[src/rtl/assert_macros.svh]
// Assertion macros shared by the escaper modules.
`ifndef ASSERT_MACROS_SVH
`define ASSERT_MACROS_SVH

// A property that must hold at every clock edge outside reset.
`define ASSERT_CLK(label, prop, msg) \
    label: assert property (@(posedge clk) disable iff (!rst_n) (prop)) else $error(msg);

// A condition that must never be seen at a clock edge outside reset.
`define ASSERT_NEVER(label, cond, msg) \
    label: assert property (@(posedge clk) disable iff (!rst_n) !(cond)) else $error(msg);

`endif

[src/rtl/uje_pkg.sv]
// Types, constants and helpers shared by the JSON string escaper modules.
package uje_pkg;

    localparam int CP_W = 21;

    // One code point handed from the decoder to the expander.
    typedef struct packed {
        logic [CP_W-1:0]  code_point;
        logic [3:0][7:0]  src_bytes;
        logic [2:0]       src_count;
        logic             run_last;
        logic             string_done;
    } uje_job_t;

    // Characters of the escaped text.
    localparam logic [7:0] CH_BSLASH = 8'h5C;
    localparam logic [7:0] CH_QUOTE  = 8'h22;
    localparam logic [7:0] CH_LOW_U  = 8'h75;
    localparam logic [7:0] CH_LOW_B  = 8'h62;
    localparam logic [7:0] CH_LOW_F  = 8'h66;
    localparam logic [7:0] CH_LOW_N  = 8'h6E;
    localparam logic [7:0] CH_LOW_R  = 8'h72;
    localparam logic [7:0] CH_LOW_T  = 8'h74;

    // Code points with a two-character escape.
    localparam logic [CP_W-1:0] CP_BSLASH = 21'h5C;
    localparam logic [CP_W-1:0] CP_QUOTE  = 21'h22;
    localparam logic [CP_W-1:0] CP_BS     = 21'h08;
    localparam logic [CP_W-1:0] CP_FF     = 21'h0C;
    localparam logic [CP_W-1:0] CP_LF     = 21'h0A;
    localparam logic [CP_W-1:0] CP_CR     = 21'h0D;
    localparam logic [CP_W-1:0] CP_TAB    = 21'h09;

    localparam logic [CP_W-1:0] CP_CTRL_MAX  = 21'h1F;
    localparam logic [CP_W-1:0] CP_PRINT_MIN = 21'h20;
    localparam logic [CP_W-1:0] CP_PRINT_MAX = 21'h7E;
    localparam logic [CP_W-1:0] CP_BMP_MAX   = 21'hFFFF;
    localparam logic [CP_W-1:0] CP_SUPP_BASE = 21'h10000;
    localparam logic [15:0]     HI_SURR_BASE = 16'hD800;
    localparam logic [15:0]     LO_SURR_BASE = 16'hDC00;

    // Lower-case hex digit of a nibble.
    function automatic logic [7:0] hex_char(input logic [3:0] nib);
        logic [7:0] ch;
        begin
            if (nib < 4'd10)
            begin
                ch = 8'h30 + {4'b0, nib};
            end
            else
            begin
                ch = 8'h57 + {4'b0, nib};
            end
            return ch;
        end
    endfunction

endpackage

[src/rtl/uje_job_fifo.sv]
// Small register queue of decoded code points between decoder and expander.
`include "assert_macros.svh"

module uje_job_fifo
    import uje_pkg::*;
#(
    parameter int DEPTH = 4
)
(
    input  logic     clk,
    input  logic     rst_n,
    input  logic     wr_en,
    input  uje_job_t wr_data,
    output logic     full,
    input  logic     rd_en,
    output uje_job_t rd_data,
    output logic     empty
);

    localparam int PTR_W = (DEPTH > 1) ? $clog2(DEPTH) : 1;
    localparam int CNT_W = $clog2(DEPTH + 1);

    uje_job_t             slot_reg [DEPTH];
    logic [PTR_W-1:0]     wr_ptr_reg;
    logic [PTR_W-1:0]     wr_ptr_next;
    logic [PTR_W-1:0]     rd_ptr_reg;
    logic [PTR_W-1:0]     rd_ptr_next;
    logic [CNT_W-1:0]     count_reg;
    logic [CNT_W-1:0]     count_next;
    logic                 do_wr;
    logic                 do_rd;

    assign full    = (count_reg == CNT_W'(DEPTH));
    assign empty   = (count_reg == '0);
    assign do_wr   = wr_en && !full;
    assign do_rd   = rd_en && !empty;
    assign rd_data = slot_reg[rd_ptr_reg];

    always_comb
    begin
        wr_ptr_next = wr_ptr_reg;
        rd_ptr_next = rd_ptr_reg;
        count_next  = count_reg;
        if (do_wr)
        begin
            wr_ptr_next = (wr_ptr_reg == PTR_W'(DEPTH - 1)) ? '0 : wr_ptr_reg + 1'b1;
        end
        if (do_rd)
        begin
            rd_ptr_next = (rd_ptr_reg == PTR_W'(DEPTH - 1)) ? '0 : rd_ptr_reg + 1'b1;
        end
        if (do_wr && !do_rd)
        begin
            count_next = count_reg + 1'b1;
        end
        else if (do_rd && !do_wr)
        begin
            count_next = count_reg - 1'b1;
        end
    end

    always_ff @(posedge clk or negedge rst_n)
    begin
        if (!rst_n)
        begin
            wr_ptr_reg <= '0;
            rd_ptr_reg <= '0;
            count_reg  <= '0;
        end
        else
        begin
            wr_ptr_reg <= wr_ptr_next;
            rd_ptr_reg <= rd_ptr_next;
            count_reg  <= count_next;
        end
    end

    always_ff @(posedge clk)
    begin
        if (do_wr)
        begin
            slot_reg[wr_ptr_reg] <= wr_data;
        end
    end

    `ASSERT_NEVER(a_fifo_overflow, wr_en && full, "job queue written while full")
    `ASSERT_NEVER(a_fifo_underflow, rd_en && empty, "job queue read while empty")

endmodule

[src/rtl/uje_front.sv]
// Input side: lenient UTF-8 decoder that turns each byte into zero to four code points.
`include "assert_macros.svh"

module uje_front
    import uje_pkg::*;
(
    input  logic     clk,
    input  logic     rst_n,
    input  logic [7:0] in_byte,
    input  logic     end_of_string,
    input  logic     push,
    output logic     full,
    output uje_job_t job_data,
    output logic     job_push,
    input  logic     job_full
);

    // Code points one input byte gives: either one whole sequence, or a run
    // of lone bytes (held bytes first, then possibly the new byte).
    typedef struct packed {
        logic [3:0][7:0]  bytes;
        logic [2:0]       cnt;
        logic             full_seq;
        logic [2:0]       src_n;
        logic [CP_W-1:0]  cp;
        logic             eos;
    } run_list_t;

    logic [7:0]       pend_reg [3];
    logic [1:0]       pc_reg;
    logic [1:0]       pc_next;
    logic [1:0]       exp_reg;
    logic [1:0]       exp_next;
    logic [CP_W-1:0]  partial_reg;
    logic [CP_W-1:0]  partial_next;

    run_list_t        list_reg;
    run_list_t        new_list;
    run_list_t        cur_list;
    logic [2:0]       idx_reg;
    logic [2:0]       idx_next;
    logic [2:0]       cur_idx;
    logic             busy_reg;
    logic             busy_next;

    logic             accept;
    logic             is_cont;
    logic             is_lead;
    logic [1:0]       lead_extra;
    logic [CP_W-1:0]  lead_val;
    logic [CP_W-1:0]  cont_val;
    logic             do_hold;
    logic             do_fresh;
    logic [7:0]       lone_byte;
    logic             job_last;

    assign full   = busy_reg;
    assign accept = push && !busy_reg;

    assign is_cont  = (in_byte[7:6] == 2'b10);
    assign cont_val = {partial_reg[CP_W-7:0], in_byte[5:0]};

    always_comb
    begin
        is_lead    = 1'b1;
        lead_extra = 2'd0;
        lead_val   = '0;
        if (in_byte[7:5] == 3'b110)
        begin
            lead_extra = 2'd1;
            lead_val   = {16'b0, in_byte[4:0]};
        end
        else if (in_byte[7:4] == 4'b1110)
        begin
            lead_extra = 2'd2;
            lead_val   = {17'b0, in_byte[3:0]};
        end
        else if (in_byte[7:3] == 5'b11110)
        begin
            lead_extra = 2'd3;
            lead_val   = {18'b0, in_byte[2:0]};
        end
        else
        begin
            is_lead = 1'b0;
        end
    end

    // Decode the new byte against the held sequence.
    always_comb
    begin
        new_list.bytes[0] = (pc_reg > 2'd0) ? pend_reg[0] : in_byte;
        new_list.bytes[1] = (pc_reg > 2'd1) ? pend_reg[1] : in_byte;
        new_list.bytes[2] = (pc_reg > 2'd2) ? pend_reg[2] : in_byte;
        new_list.bytes[3] = in_byte;
        new_list.src_n    = {1'b0, pc_reg} + 3'd1;
        new_list.cp       = cont_val;
        new_list.eos      = end_of_string;
        new_list.full_seq = 1'b0;
        new_list.cnt      = 3'd0;
        pc_next           = '0;
        exp_next          = '0;
        partial_next      = '0;
        do_hold           = 1'b0;
        do_fresh          = 1'b0;

        if (pc_reg != 2'd0 && is_cont)
        begin
            if (pc_reg == exp_reg)
            begin
                new_list.full_seq = 1'b1;
                new_list.cnt      = 3'd1;
            end
            else if (end_of_string || pc_reg == 2'd3)
            begin
                new_list.cnt = {1'b0, pc_reg} + 3'd1;
            end
            else
            begin
                do_hold      = 1'b1;
                pc_next      = pc_reg + 2'd1;
                exp_next     = exp_reg;
                partial_next = cont_val;
            end
        end
        else if (is_lead && !end_of_string)
        begin
            // Held bytes go out as lone units and the lead starts a new sequence.
            new_list.cnt = {1'b0, pc_reg};
            do_fresh     = 1'b1;
            pc_next      = 2'd1;
            exp_next     = lead_extra;
            partial_next = lead_val;
        end
        else
        begin
            new_list.cnt = {1'b0, pc_reg} + 3'd1;
        end
    end

    assign cur_list  = accept ? new_list : list_reg;
    assign cur_idx   = accept ? 3'd0 : idx_reg;
    assign job_push  = (cur_idx < cur_list.cnt) && !job_full;
    assign idx_next  = cur_idx + {2'b0, job_push};
    assign busy_next = (idx_next < cur_list.cnt);
    assign lone_byte = cur_list.bytes[cur_idx[1:0]];
    assign job_last  = (cur_idx == cur_list.cnt - 3'd1);

    always_comb
    begin
        job_data.run_last    = job_last;
        job_data.string_done = job_last && cur_list.eos;
        if (cur_list.full_seq)
        begin
            job_data.code_point = cur_list.cp;
            job_data.src_bytes  = cur_list.bytes;
            job_data.src_count  = cur_list.src_n;
        end
        else
        begin
            job_data.code_point   = {13'b0, lone_byte};
            job_data.src_bytes    = '0;
            job_data.src_bytes[0] = lone_byte;
            job_data.src_count    = 3'd1;
        end
    end

    always_ff @(posedge clk or negedge rst_n)
    begin
        if (!rst_n)
        begin
            pc_reg      <= '0;
            exp_reg     <= '0;
            partial_reg <= '0;
            list_reg    <= '0;
            idx_reg     <= '0;
            busy_reg    <= 1'b0;
        end
        else
        begin
            if (accept)
            begin
                pc_reg      <= pc_next;
                exp_reg     <= exp_next;
                partial_reg <= partial_next;
                list_reg    <= new_list;
            end
            idx_reg  <= idx_next;
            busy_reg <= busy_next;
        end
    end

    always_ff @(posedge clk)
    begin
        if (accept && do_hold)
        begin
            pend_reg[pc_reg] <= in_byte;
        end
        else if (accept && do_fresh)
        begin
            pend_reg[0] <= in_byte;
        end
    end

    `ASSERT_CLK(a_pend_le_expected, pc_reg <= exp_reg,
        "more bytes held than the lead byte calls for")
    `ASSERT_CLK(a_busy_has_work, busy_reg |-> (idx_reg < list_reg.cnt),
        "input held off with no code point left to send")

endmodule

[src/rtl/uje_back.sv]
// Output side: expands each code point into escaped JSON text, one byte per cycle unless stalled.
`include "assert_macros.svh"

module uje_back
    import uje_pkg::*;
(
    input  logic       clk,
    input  logic       rst_n,
    input  logic       ensure_ascii,
    input  uje_job_t   job_data,
    input  logic       job_empty,
    output logic       job_pop,
    output logic [7:0] out_byte,
    output logic       run_last,
    output logic       string_done,
    output logic       empty,
    input  logic       pop
);

    typedef enum logic [1:0] {
        MODE_SHORT,
        MODE_CHAR,
        MODE_HEX,
        MODE_COPY
    } mode_t;

    mode_t            mode_reg;
    mode_t            mode_next;
    logic [3:0]       len_reg;
    logic [3:0]       len_next;
    logic [3:0]       pos_reg;
    logic [7:0]       ch_reg;
    logic [7:0]       ch_next;
    logic [15:0]      unit0_reg;
    logic [15:0]      unit0_next;
    logic [15:0]      unit1_reg;
    logic [15:0]      unit1_next;
    logic [3:0][7:0]  src_reg;
    logic             job_rl_reg;
    logic             job_sd_reg;
    logic             active_reg;

    logic             out_valid_reg;
    logic [7:0]       out_byte_reg;
    logic             out_rl_reg;
    logic             out_sd_reg;

    logic             slot_free;
    logic             emit;
    logic             at_end;
    logic             load;
    logic [7:0]       esc_ch;
    logic             has_esc;
    logic [CP_W-1:0]  cp;
    logic [CP_W-1:0]  supp;
    logic             unit_sel;
    logic [3:0]       digit;
    logic [15:0]      unit;
    logic [7:0]       cur_byte;

    assign slot_free = !out_valid_reg || pop;
    assign emit      = active_reg && slot_free;
    assign at_end    = (pos_reg == len_reg - 4'd1);
    assign load      = !job_empty && (!active_reg || (emit && at_end));
    assign job_pop   = load;

    assign cp   = job_data.code_point;
    assign supp = cp - CP_SUPP_BASE;

    always_comb
    begin
        has_esc = 1'b1;
        case (cp)
            CP_BSLASH: esc_ch = CH_BSLASH;
            CP_QUOTE:  esc_ch = CH_QUOTE;
            CP_BS:     esc_ch = CH_LOW_B;
            CP_FF:     esc_ch = CH_LOW_F;
            CP_LF:     esc_ch = CH_LOW_N;
            CP_CR:     esc_ch = CH_LOW_R;
            CP_TAB:    esc_ch = CH_LOW_T;
            default:
            begin
                esc_ch  = 8'h00;
                has_esc = 1'b0;
            end
        endcase
    end

    // Classify the code point at the head of the queue.
    always_comb
    begin
        mode_next  = MODE_COPY;
        len_next   = {1'b0, job_data.src_count};
        ch_next    = esc_ch;
        unit0_next = cp[15:0];
        unit1_next = LO_SURR_BASE | {6'b0, supp[9:0]};
        if (has_esc)
        begin
            mode_next = MODE_SHORT;
            len_next  = 4'd2;
        end
        else if (ensure_ascii)
        begin
            if (cp >= CP_PRINT_MIN && cp <= CP_PRINT_MAX)
            begin
                mode_next = MODE_CHAR;
                len_next  = 4'd1;
                ch_next   = cp[7:0];
            end
            else if (cp <= CP_BMP_MAX)
            begin
                mode_next = MODE_HEX;
                len_next  = 4'd6;
            end
            else
            begin
                // Surrogate pair; the high unit keeps its low 16 bits only.
                mode_next  = MODE_HEX;
                len_next   = 4'd12;
                unit0_next = HI_SURR_BASE + {5'b0, supp[20:10]};
            end
        end
        else if (cp <= CP_CTRL_MAX)
        begin
            mode_next = MODE_HEX;
            len_next  = 4'd6;
        end
    end

    assign unit_sel = (pos_reg >= 4'd6);
    assign digit    = unit_sel ? pos_reg - 4'd6 : pos_reg;
    assign unit     = unit_sel ? unit1_reg : unit0_reg;

    always_comb
    begin
        case (mode_reg)
            MODE_SHORT: cur_byte = (pos_reg == 4'd0) ? CH_BSLASH : ch_reg;
            MODE_CHAR:  cur_byte = ch_reg;
            MODE_COPY:  cur_byte = src_reg[pos_reg[1:0]];
            MODE_HEX:
            begin
                case (digit)
                    4'd0:    cur_byte = CH_BSLASH;
                    4'd1:    cur_byte = CH_LOW_U;
                    4'd2:    cur_byte = hex_char(unit[15:12]);
                    4'd3:    cur_byte = hex_char(unit[11:8]);
                    4'd4:    cur_byte = hex_char(unit[7:4]);
                    default: cur_byte = hex_char(unit[3:0]);
                endcase
            end
            default:    cur_byte = ch_reg;
        endcase
    end

    always_ff @(posedge clk or negedge rst_n)
    begin
        if (!rst_n)
        begin
            mode_reg      <= MODE_COPY;
            len_reg       <= 4'd1;
            pos_reg       <= '0;
            active_reg    <= 1'b0;
            out_valid_reg <= 1'b0;
            out_rl_reg    <= 1'b0;
            out_sd_reg    <= 1'b0;
        end
        else
        begin
            if (load)
            begin
                mode_reg   <= mode_next;
                len_reg    <= len_next;
                pos_reg    <= '0;
                active_reg <= 1'b1;
            end
            else if (emit)
            begin
                pos_reg    <= pos_reg + 4'd1;
                active_reg <= !at_end;
            end

            if (emit)
            begin
                out_valid_reg <= 1'b1;
                out_rl_reg    <= at_end && job_rl_reg;
                out_sd_reg    <= at_end && job_sd_reg;
            end
            else if (pop)
            begin
                out_valid_reg <= 1'b0;
            end
        end
    end

    always_ff @(posedge clk)
    begin
        if (load)
        begin
            ch_reg     <= ch_next;
            unit0_reg  <= unit0_next;
            unit1_reg  <= unit1_next;
            src_reg    <= job_data.src_bytes;
            job_rl_reg <= job_data.run_last;
            job_sd_reg <= job_data.string_done;
        end
        if (emit)
        begin
            out_byte_reg <= cur_byte;
        end
    end

    assign empty       = !out_valid_reg;
    assign out_byte    = out_byte_reg;
    assign run_last    = out_rl_reg;
    assign string_done = out_sd_reg;

    `ASSERT_CLK(a_pos_in_range, active_reg |-> (pos_reg < len_reg),
        "expander position past the end of its sequence")
    `ASSERT_CLK(a_done_is_last, (!empty && string_done) |-> run_last,
        "end of string flagged on a byte that does not end its run")

endmodule

[src/rtl/utf8_json_string_escaper_core.sv]
// Top level of the UTF-8 JSON string body escaper.
//
//   Channel   Handshake              Payload
//   input     push / full            in_byte, end_of_string
//   result    pop / empty            out_byte, run_last, string_done
//   config    cfg_valid / cfg_ready  cfg_ensure_ascii
//
// The rate is set by the expander, which sends one output byte per cycle while the
// result side is not stalled (up to 24 for one input byte), and by the decoder, which
// queues one code point per cycle while the job queue has room (up to 4 per input byte).
// Output passes through the job queue, the expander registers and the output register.
// Reset clears the decoder state, the job queue and the output register; held bytes need no clearing.
// The job queue lets the decoder run ahead while the result side is stalled.
module utf8_json_string_escaper_core
    import uje_pkg::*;
#(
    parameter int QUEUE_DEPTH = 4
)
(
    input  logic       clk,
    input  logic       rst_n,
    input  logic [7:0] in_byte,
    input  logic       end_of_string,
    input  logic       push,
    output logic       full,
    output logic [7:0] out_byte,
    output logic       run_last,
    output logic       string_done,
    output logic       empty,
    input  logic       pop,
    input  logic       cfg_valid,
    output logic       cfg_ready,
    input  logic       cfg_ensure_ascii
);

    logic     ensure_ascii_reg;
    uje_job_t wr_job;
    uje_job_t rd_job;
    logic     job_push;
    logic     job_pop;
    logic     job_full;
    logic     job_empty;

    assign cfg_ready = 1'b1;

    always_ff @(posedge clk or negedge rst_n)
    begin
        if (!rst_n)
        begin
            ensure_ascii_reg <= 1'b0;
        end
        else if (cfg_valid && cfg_ready)
        begin
            ensure_ascii_reg <= cfg_ensure_ascii;
        end
    end

    uje_front u_front (
        .clk           (clk),
        .rst_n         (rst_n),
        .in_byte       (in_byte),
        .end_of_string (end_of_string),
        .push          (push),
        .full          (full),
        .job_data      (wr_job),
        .job_push      (job_push),
        .job_full      (job_full)
    );

    uje_job_fifo #(
        .DEPTH (QUEUE_DEPTH)
    ) u_job_fifo (
        .clk     (clk),
        .rst_n   (rst_n),
        .wr_en   (job_push),
        .wr_data (wr_job),
        .full    (job_full),
        .rd_en   (job_pop),
        .rd_data (rd_job),
        .empty   (job_empty)
    );

    uje_back u_back (
        .clk          (clk),
        .rst_n        (rst_n),
        .ensure_ascii (ensure_ascii_reg),
        .job_data     (rd_job),
        .job_empty    (job_empty),
        .job_pop      (job_pop),
        .out_byte     (out_byte),
        .run_last     (run_last),
        .string_done  (string_done),
        .empty        (empty),
        .pop          (pop)
    );

endmodule
[config.mk]
export PLATFORM = sky130hd
export DESIGN_NAME = utf8_json_string_escaper_core
export DESIGN_NICKNAME = d
export VERILOG_FILES = /design/src/rtl/uje_pkg.sv /design/src/rtl/uje_job_fifo.sv /design/src/rtl/uje_front.sv /design/src/rtl/uje_back.sv /design/src/rtl/utf8_json_string_escaper_core.sv
export VERILOG_INCLUDE_DIRS = /design/src /design/src/rtl
export SDC_FILE = /design/constraint.sdc
export NUM_CORES = 1
export LEC_CHECK = 0
export CAP_MARGIN = 25
export CORE_AREA = 8 8 274 276
export CTS_BUF_LIST = sky130_fd_sc_hd__clkbuf_8
export CTS_CLUSTER_DIAMETER = 200
export DETAILED_ROUTE_END_ITERATION = 7
export DIE_AREA = 0 0 282 284
export DONT_BUFFER_PORTS = 1
export HOLD_SLACK_MARGIN = 0.15
export PLACE_DENSITY_LB_ADDON = 0.12
export SYNTH_ARGS = -nofsm -noshare
export SYNTH_HDL_FRONTEND = slang
export SYNTH_SLANG_ARGS = --single-unit
[constraint.sdc]
create_clock -name clk -period 7.6 [get_ports clk]
set_input_delay 1.52 -clock clk [delete_from_list [all_inputs] [get_ports clk]]
set_output_delay 1.52 -clock clk [all_outputs]
set_load 0.005 [all_outputs]
==> results.toml <==
[layout]
layout_common_cells = "edfxtp_1, nand2_1, dfrtp_1"
final.fill_count = 7169
ff_latch_area_sq_mm = 0.0126
area_growth_pct = 13.8
design_area_sq_mm = 0.0214
final_layout_size_suffix_gt1_share_pct = 16.6
number_of_flip_flops_under_the_largest_register_name = 232
layout_commonest_cell = "edfxtp_1"
final_nets = 1398
combined_area_of_the_multi_input_logic_cells_sq_mm = 0.00575

[die]
initial_utilization_pct = 26.6
fp-row-count = 98
die_h_um = 284
dieArea_sq_mm = 0.0801
io-pin-count = 28
core_region_area_sq_mm = 0.0708
die_w_um = 282

[global_route]
largest_net_degree_at_the_start_of_global_routing = 107
first_global_vias = 11200
met2_usage_pct = 17.5
grt_overflow = 0
grt_antenna_before_repair = 3
grt_busiest_layer = "met1"
gr-usage-all-layers_pct = 12.1
grt_use_met3_pct = 2.48
gr-usage-met1_pct = 17.9
global_route_wire_length_before_repair_um = 73400

[critical_path]
r2r-end = "u_job_fifo.slot_reg[0][49]"
worst_r2r_startpoint = "u_front.pc_reg[0]"
cp-start-kind = "input pin"
worstSetupEndpointType = "register"
crit_path_from = "in_byte[3]"
timing.critical_path.arrival_ns = 5.47
worst-setup-path-type = "in -> reg"
worst-r2r-setup-slack_ns = 2.48
crit_path_max_fanout = 44
r2r_cells = 11
crit_required_ns = 7.86

[detailed_routing]
routed_via_count = 10800
drt_iter0_markers = 757
drt-vias-per-instance = 4.57
drt_pre_antenna_iters = 4
remaining_drc_errors = 0
route.final.wire_length_um = 48600
wl_per_cell_um = 20.5
antenna_left = 0

[synthesis]
synth_cells = 1316
count_of_flip_flops_with_a_built_in_enable_after_synthesis = 332
yosys.cell_types.count = 75
synth_top_flop_cell = "edfxtp_1"
postSynthAreaPerCell_sq_um = 14.3
synth_nets = 1360
synth-async-reset-ratio_pct = 24.2
number_of_warnings_issued_by_yosys = 0
synth.area.top_cells = "edfxtp_1, dfrtp_1, mux4_2, nand2_1, mux2i_1"
synth_seq_cells = 438
synth.cell_area_sq_mm = 0.0188
synth-seq-area-share_pct = 67.0
synth_largest_area_cell = "edfxtp_1"
fraction_of_synthesized_cell_area_taken_by_the_top_area_cell_type_pct = 52.9

[sta]
final-setup-viol-count = 0
slew_violations = 0
finalClockSkew_ns = 0.0303
fin_setup_tns_ns = 0
maxSlewHeadroom_pct = 30.8
final_hold_viol_count = 0
worst_pin_slew_ns = 1.04
timing.final.crit_period_ns = 5.21
post-route-period-util_pct = 68.5
unrepaired_setup_endpoints_after_global_routing = "false"
timing_limited_maximum_frequency_ghz = 0.192

[hold_path]
hold_start = "u_front.list_reg[23]"
worst_hold_path.endpoint = "u_front.list_reg[23]"
worst_hold_path_type = "reg -> reg"
whs_path_depth = 2

[outcome]
status = "complete, no violations"

[power_and_ir_drop]
leakagePower_nw = 7.78
power_per_cell_area_mw_per_mm2 = 457
ir_drop_mv = 0.181

[clocking]
clk-insertion-delay-late_ns = 0.65
postCtsResizedCells = 0
cts_hold_buffers = 0
cts_num_sinks = 438
cts_made_buffers = 82
root_buffer = "clkbuf_8"
tritoncts = "yes"
cts.clk_slew.worst_paths_ns = 0.06
htree_num_levels = 3
cts.path.max_buffers = 3
postCtsSetupBuffers = 0

[flow_run]
max-cap-violations = 0

[placed_design]
buffer_ports.inserted = 0
placed_cell_area_sq_mm = 0.0199
dp.final_hpwl_um = 31800
routability_congestion_estimate = 0.757
## critical path: stages
cell and delay, ns:
nand2_1 0.06, o2111ai_1 0.65, a21oi_1 0.16, o31a_1 0.37, ha_1 0.31, a21o_1 0.19, a221oi_1 0.89, and2_2 0.57
buf_4 0.65
## routing by layer
layer | up-vias | share of wire (%)
met4 | 0 | 2.4
met5 | - | 0
met1 | 5461 | 50
met2 | 256 | 43
li1 | 5031 | -
met3 | 88 | 4.3
## cell usage after synthesis, types with 8 or more instances
cell type  count
ha_1          28
o211ai_1      22
nor2b_1       18
o21ai_0       68
dfrtp_1      103
clkbuf_1      43
mux4_2        66
a21bo_2        8
mux2_2        12
mux2i_1       39
a21oi_1       59
nand2_1      182
inv_1         51
edfxtp_1     332
nor3_1        16
nand3_1       13
nor2_1        62
nand4_1       12
buf_1         13
xor2_1        12
and2_1         9
xnor2_1       14
## worst max path at each step
| stage | endpoint | slack, ns |
|---|---|---|
| 2_1_floorplan | u_job_fifo.slot_reg[0][0] | 1.76 |
| 6_report | u_job_fifo.slot_reg[0][49] | 2.39 |
| 5_1_grt | u_job_fifo.slot_reg[0][47] | 2.06 |
| 4_1_cts | u_job_fifo.slot_reg[0][39] | 2.40 |
| 3_5_place_dp | u_job_fifo.slot_reg[0][50] | 1.72 |
| 3_3_place_gp | u_job_fifo.slot_reg[0][46] | 1.76 |
## area by class of cell
class / instances / share of cell area, %
clock inverters: 60 / 1.27
inverters: 56 / 0.986
well taps: 950 / 5.54
repair buffers: 21 / 0.794
diodes: 2 / 0.0233
clock buffers: 88 / 5.65
flip-flops and latches: 438 / 58.9
multi-input cells: 755 / 26.8
## stage by stage
step | power [mW] | std cells | hold slack (ns) | setup WS [ns] | utilization (%)
after floorplan | 6.55 | 1316 | 0.439 | 1.76 | -
after global placement | 7.82 | 2217 | 0.453 | 1.76 | 28.2
after detailed placement | 7.84 | 2219 | 0.457 | 1.72 | 28.2
after CTS | 10.0 | 2367 | 0.470 | 2.40 | 30.3
after global routing | 10.5 | 2369 | 0.491 | 2.06 | 30.3
final | 9.79 | 2370 | 0.470 | 2.39 | 30.3
## power by group
group | switching (mW) | total, mW | internal, mW | leakage, nW
Sequential | 0.394 | 4.20 | 3.81 | 4.43
Combinational | 2.23 | 3.50 | 1.27 | 2.46
Clock | 0.991 | 2.09 | 1.10 | 0.885
Total | 3.61 | 9.79 | 6.18 | 7.78
## cells by family after synthesis
| family | Yosys count | synth area share (%) |
|---|---|---|
| fa+ha+maj | 29 | 1.97 |
| buf+inv | 123 | 2.70 |
| simple gates | 355 | 8.69 |
| mux | 119 | 10.8 |
| xor+xnor | 26 | 1.21 |
| flops | 438 | 67.0 |
| compound gates | 224 | 7.55 |
| other cells | 2 | 0.0399 |
No activity file was read; power rests on OpenSTA's default activity.
